[config.mk]
export PLATFORM = sky130hd
export DESIGN_NAME = mtpc_cell
export DESIGN_NICKNAME = d
export VERILOG_FILES = /design/src/rtl/mtpc_pkg.sv /design/src/rtl/mtpc_cell.sv
export SDC_FILE = /design/constraint.sdc
export NUM_CORES = 1
export LEC_CHECK = 0
export BUFFER_PORTS_ARGS = -buffer_cell sky130_fd_sc_hd__buf_4
export CORE_MARGIN = 2
export CORE_UTILIZATION = 25
export CTS_CLUSTER_DIAMETER = 60
export DETAILED_ROUTE_END_ITERATION = 8
export GPL_ROUTABILITY_DRIVEN = 0
export PLACE_DENSITY_LB_ADDON = 0.12
export SLEW_MARGIN = 20
export SYNTH_ARGS = -nofsm -noshare
export SYNTH_HDL_FRONTEND = slang
export SYNTH_SLANG_ARGS = --single-unit
[constraint.sdc]
create_clock -name aclk -period 6.56 [get_ports aclk]
set_clock_uncertainty 0.1 [all_clocks]
set_input_delay 0.656 -clock aclk [delete_from_list [all_inputs] [get_ports aclk]]
set_output_delay 0.656 -clock aclk [all_outputs]
set_load 0.005 [all_outputs]
[src/rtl/mtpc_pkg.sv]
// shared types for the multi-threshold pulse counter
// the token that walks the cell chain, the report shift control, command and register codes
`timescale 1ns / 1ps

package mtpc_pkg;

    // value width in sixteenths of an ADC count (sample*16 - baseline, negated when polarity is set)
    localparam int VAL_W = 22;
    // threshold width in sixteenths, covers lower + 63*4095 at times 16
    localparam int THR16_W = 24;
    localparam int TOTAL_W = 32;

    typedef enum logic [1:0] {
        CMD_SAMPLE = 2'd0,
        CMD_REPORT = 2'd1,
        CMD_CLEAR  = 2'd2,
        CMD_UNUSED = 2'd3
    } cmd_t;

    typedef enum logic [2:0] {
        REG_LOWER     = 3'd0,
        REG_STEP      = 3'd1,
        REG_HOLD_OFF  = 3'd2,
        REG_ROI_START = 3'd3,
        REG_ROI_END   = 3'd4,
        REG_POLARITY  = 3'd5
    } reg_idx_t;

    typedef struct packed {
        logic                      valid;
        logic                      clr;
        logic                      first;
        logic                      tested;
        logic signed [VAL_W-1:0]   v;
        logic signed [VAL_W-1:0]   prev;
        logic signed [THR16_W-1:0] thr16;
    } tok_t;

    typedef struct packed {
        logic load;
        logic shift;
    } rpt_ctl_t;

endpackage

[src/rtl/mtpc_cell.sv]
// one threshold cell: pulse state, hold-off mark, saturating total
// uses mtpc_pkg for the chain token and the report shift control
`timescale 1ns / 1ps

module mtpc_cell import mtpc_pkg::*; #(
    parameter int INDEX_BITS = 16
) (
    input  logic                  aclk,
    input  logic                  aresetn,
    input  logic [15:0]           hold_off,
    input  logic [11:0]           threshold_step,
    input  tok_t                  tok_in,
    input  logic [INDEX_BITS-1:0] idx_in,
    output tok_t                  tok_out,
    output logic [INDEX_BITS-1:0] idx_out,
    input  rpt_ctl_t              rpt_ctl,
    input  logic [TOTAL_W-1:0]    rpt_in,
    output logic [TOTAL_W-1:0]    rpt_out
);

    localparam int HW = ((INDEX_BITS > 16) ? INDEX_BITS : 16) + 1;

    logic                  in_pulse_reg, in_pulse_next;
    logic                  end_valid_reg, end_valid_next;
    logic [INDEX_BITS-1:0] end_idx_reg, end_idx_next;
    logic [TOTAL_W-1:0]    total_reg, total_next;
    logic [TOTAL_W-1:0]    rpt_reg;
    tok_t                  tok_reg, tok_next;
    logic [INDEX_BITS-1:0] idx_reg;

    logic signed [THR16_W-1:0] v_ext;
    logic                      above, below, rising, falling, allowed;
    logic [HW-1:0]             idx_w, limit_w;

    assign v_ext   = {{(THR16_W-VAL_W){tok_in.v[VAL_W-1]}}, tok_in.v};
    assign above   = v_ext > tok_in.thr16;
    assign below   = v_ext < tok_in.thr16;
    assign rising  = tok_in.v > tok_in.prev;
    assign falling = tok_in.v < tok_in.prev;
    assign idx_w   = HW'(idx_in);
    assign limit_w = HW'(end_idx_reg) + HW'(hold_off);
    assign allowed = !end_valid_reg || (idx_w >= limit_w);

    always_comb begin
        in_pulse_next  = in_pulse_reg;
        end_valid_next = end_valid_reg;
        end_idx_next   = end_idx_reg;
        total_next     = total_reg;
        if (tok_in.valid) begin
            if (tok_in.clr) begin
                total_next = '0;
            end else if (tok_in.first) begin
                in_pulse_next  = 1'b0;
                end_valid_next = 1'b0;
            end else if (tok_in.tested) begin
                // rise and fall exclude each other through the threshold compare
                if (!in_pulse_reg && above && rising && allowed) begin
                    in_pulse_next = 1'b1;
                    if (total_reg != '1) begin
                        total_next = total_reg + 1'b1;
                    end
                end
                if (in_pulse_reg && below && falling) begin
                    in_pulse_next  = 1'b0;
                    end_valid_next = 1'b1;
                    end_idx_next   = idx_in;
                end
            end
        end
        tok_next       = tok_in;
        tok_next.thr16 = tok_in.thr16 + {{(THR16_W-16){1'b0}}, threshold_step, 4'b0000};
    end

    always_ff @(posedge aclk) begin
        if (!aresetn) begin
            in_pulse_reg  <= 1'b0;
            end_valid_reg <= 1'b0;
            total_reg     <= '0;
            tok_reg.valid <= 1'b0;
        end else begin
            in_pulse_reg  <= in_pulse_next;
            end_valid_reg <= end_valid_next;
            total_reg     <= total_next;
            tok_reg       <= tok_next;
        end
    end

    always_ff @(posedge aclk) begin
        end_idx_reg <= end_idx_next;
        idx_reg     <= idx_in;
        if (rpt_ctl.load) begin
            rpt_reg <= total_reg;
        end else if (rpt_ctl.shift) begin
            rpt_reg <= rpt_in;
        end
    end

    assign tok_out = tok_reg;
    assign idx_out = idx_reg;
    assign rpt_out = rpt_reg;

endmodule

==> results.cfg <==
[clocking]
cts_tree = built
clk_path_buf_depth = 2
ctsResizeCount = 0
clkSlewWorstSetupHoldPaths_ns = 0.07
cts_root_buffer = clkbuf_16
insertion_delay_ns = 0.44
post_cts_buffers = 0
cts_hold_buf = 0
cts.sinks = 170
cts-htree-levels = 4
cts_inserted_buffers = 17

[floorplanning]
die_y_um = 194
die_w_um = 194
die-area_sq_um = 37600
fp-row-count = 69
core_sq_um = 35600
floorplan.initialDensity_pct = 25.4
io_pins = 272

[critical_path]
start_kind = flip-flop
r2r_start = end_idx_reg[0]
rr_worst_depth = 19
startpoint = end_idx_reg[0]
cp.required_ns = 6.83
arrival_ns = 5.05
cp_max_fo = 35
crit_type = flip-flop to flip-flop
end_kind = flip-flop

[power]
p_sw_share_pct = 25.0
power_density_nw_per_um2 = 225
pwr-share-comb_pct = 16.7
max-vdd-ir-drop_mv = 0.184
p_clk_share_pct = 37.8
total_power_uw = 2730
p_leak_uw = 0.00534
p_seq_share_pct = 45.5
p_switching_uw = 682
p_int_uw = 2050

[logic_synthesis]
ys_ff_latch = 170
syn_avg_cell_area_sq_um = 11.4
synth-edff-count = 119
async_flop_share_pct = 0
ys_types = 54
ys_seq_area_share_pct = 50.9
synth_ff_type = edfxtp_1
synth_nets = 1038
yosysTopAreaCell = edfxtp_1
synthTopCellsByArea = edfxtp_1 40%, ha_1 13%, dfxtp_1 11%
syn_area_sq_um = 9020
ys_warn_count = 0
syn_inst = 793
synth_top_area_share_pct = 39.6

[cells_and_area]
num-fill-cells = 3654
antenna_cells = 0
nets = 1314
drive_gt1_share_pct = 32.0
area_delta_synth_final_pct = 34.7
ff_latch_area_sq_um = 4590
largest_register_ffs = 72
multi_input_area_sq_um = 4060

[timing]
maxSlewViolCount = 0
rsz0062_at_grt = no
fin_tns_setup_ns = 0
finalCritPeriodShare_pct = 72.8
tightest_slew_ns = 0.854
finalSetupViolCount = 0
slew_headroom_pct = 43.1
finalHoldViolCount = 0
period_minus_slack_ns = 4.77
max_freq_mhz = 209

[global_route]
antenna_found_initial = 0
grt.met1_usage_pct = 18.9
grt_max_degree = 64
grt_util_met2_pct = 22.4
top_usage_layer = met2
grt_overflow_total = 0
met3_usage_pct = 4.04
grt_util_all_layers_pct = 14.2
grt_pass1_wl_um = 41000
grt_pass1_vias = 7051

[placed_design]
dpl.hpwl_um = 20800
io_buffers = 271

[job]
maxCapViolCount = 0

[route]
ant_nets = 0
drtIter0Drc = 370
post-route-drc-count = 0
totalWireLength_um = 26800
wl_per_cell_um = 17.4
drt-pass1-iter-count = 4
vias_per_cell = 4.59
via_count = 7080

[hold_path]
whs_path_depth = 1
hold_class = input pin to flip-flop
hp-start = idx_in[5]

[status]
outcome = finished, final reports clean
[power groups by stage]
stage	sequential, uW	combinational [uW]	clock [uW]
after floorplan	1270	196	0
after global placement	1270	461	0
after detailed placement	1270	463	0
after CTS	1240	465	1080
after global routing	1250	507	1110
final	1240	455	1030
[cells in the mapped netlist, types with 4 or more instances]
library cell  instances
and2_1                4
a31oi_1              44
a21o_1               16
xor2_1                9
xnor2_1              21
o21ai_1               5
edfxtp_1            119
ha_1                 91
nor2_1               38
a21oi_1              50
dfxtp_1              51
o21a_1               23
nor4_1                7
nor3_1                8
nand4_1              13
o21ai_0              23
nand3b_1              5
clkbuf_1              8
inv_1                67
o211ai_1              6
nand2b_1              9
nor2b_1               4
buf_6                 5
buf_2                 5
and3_1               17
and4_1                5
mux2_2               32
nand3_1              23
nand2_1              40
[cell families (layout without fill, tap and decap cells)]
group                      count (synthesis)  count (layout)  share of synthesized area, %
xor gates and xnor gates                  30              30                          2.91
AOI/OAI and AO/OA                        197             197                          14.1
adders and majority gates                 93              93                          13.1
muxes                                     32              32                          4.00
buffers and inverters                     86             375                          4.11
DFF                                      170             170                          50.9
and+or+nand+nor                          185             185                          10.8
[critical path: stages (launching register included)]
cell and delay (ns):
edfxtp_1 0.36, ha_1 0.21, fa_1 0.43, a211o_1 0.28, a21oi_1 0.25, a221oi_1 0.15
a221o_1 0.38, a21o_1 0.20, a21oi_1 0.16, xor2_1 0.09, ha_1 0.30, a21o_1 0.11
a21oi_1 0.07, a32oi_1 0.19, o211ai_1 0.10, a221oi_1 0.31, and4_1 0.27, buf_4 0.39
a41oi_1 0.17, a31oi_1 0.16
[path summary, 6_finish.rpt]
kind,end,slack [ns]
setup / recovery,total_reg[10],1.79
hold / removal,idx_out[5],0.24
setup reg to reg,total_reg[10],1.79
hold reg to reg,total_reg[13],0.40
[metal layers]
layer,part of all wire [%],wire [um]
met2,46,12400
met4,1.3,341
met1,46,12400
met5,0,0
met3,6.3,1690
[placed cells by master, fill, tap and decap left out, drive strengths merged, types with 3 or more instances in the layout]
cell | synthesis | layout
and2 | 4 | 4
nand3b | 5 | 5
nor4 | 8 | 8
a31oi | 44 | 44
inv | 67 | 69
nand2b | 9 | 9
buf | 11 | 276
nor3b | 3 | 3
and3 | 19 | 19
o21bai | 3 | 3
a211oi | 3 | 3
o211ai | 6 | 6
a21o | 16 | 16
a31o | 3 | 3
nand4 | 13 | 13
xnor2 | 21 | 21
clkbuf | 8 | 24
nor2 | 38 | 38
nand3 | 23 | 23
a221oi | 3 | 3
mux2 | 32 | 32
a21oi | 50 | 50
edfxtp | 119 | 119
o31ai | 3 | 3
dfxtp | 51 | 51
ha | 91 | 91
o21ai | 28 | 28
nand2 | 40 | 40
xor2 | 9 | 9
and4 | 5 | 5
nor3 | 8 | 8
nor2b | 4 | 4
clkinv | 0 | 4
o21a | 23 | 23
o211a | 3 | 3
[through the flow]
step                      std cells  worst slack, ns  area [sq um]  hold WS (ns)  util (%)
after floorplan                 793             2.05          9020         0.344         -
after global placement         1511             1.39         11500         0.377      32.5
after detailed placement       1511             1.32         11500         0.378      32.5
after CTS                      1543             1.73         12100         0.199      34.1
after global routing           1543             1.38         12100         0.211      34.1
final                          1543             1.79         12100         0.237      34.1
[area by class of cell]
| class | count | share of cell area, % |
|---|---|---|
| flip-flops and latches | 170 | 37.8 |
| multi-input cells | 537 | 33.4 |
| repair buffers | 276 | 17.1 |
| well taps | 461 | 4.75 |
| clock buffers | 24 | 4.23 |
| inverters | 67 | 2.07 |
| clock inverters | 8 | 0.659 |
(Power assumes the default switching activity.)
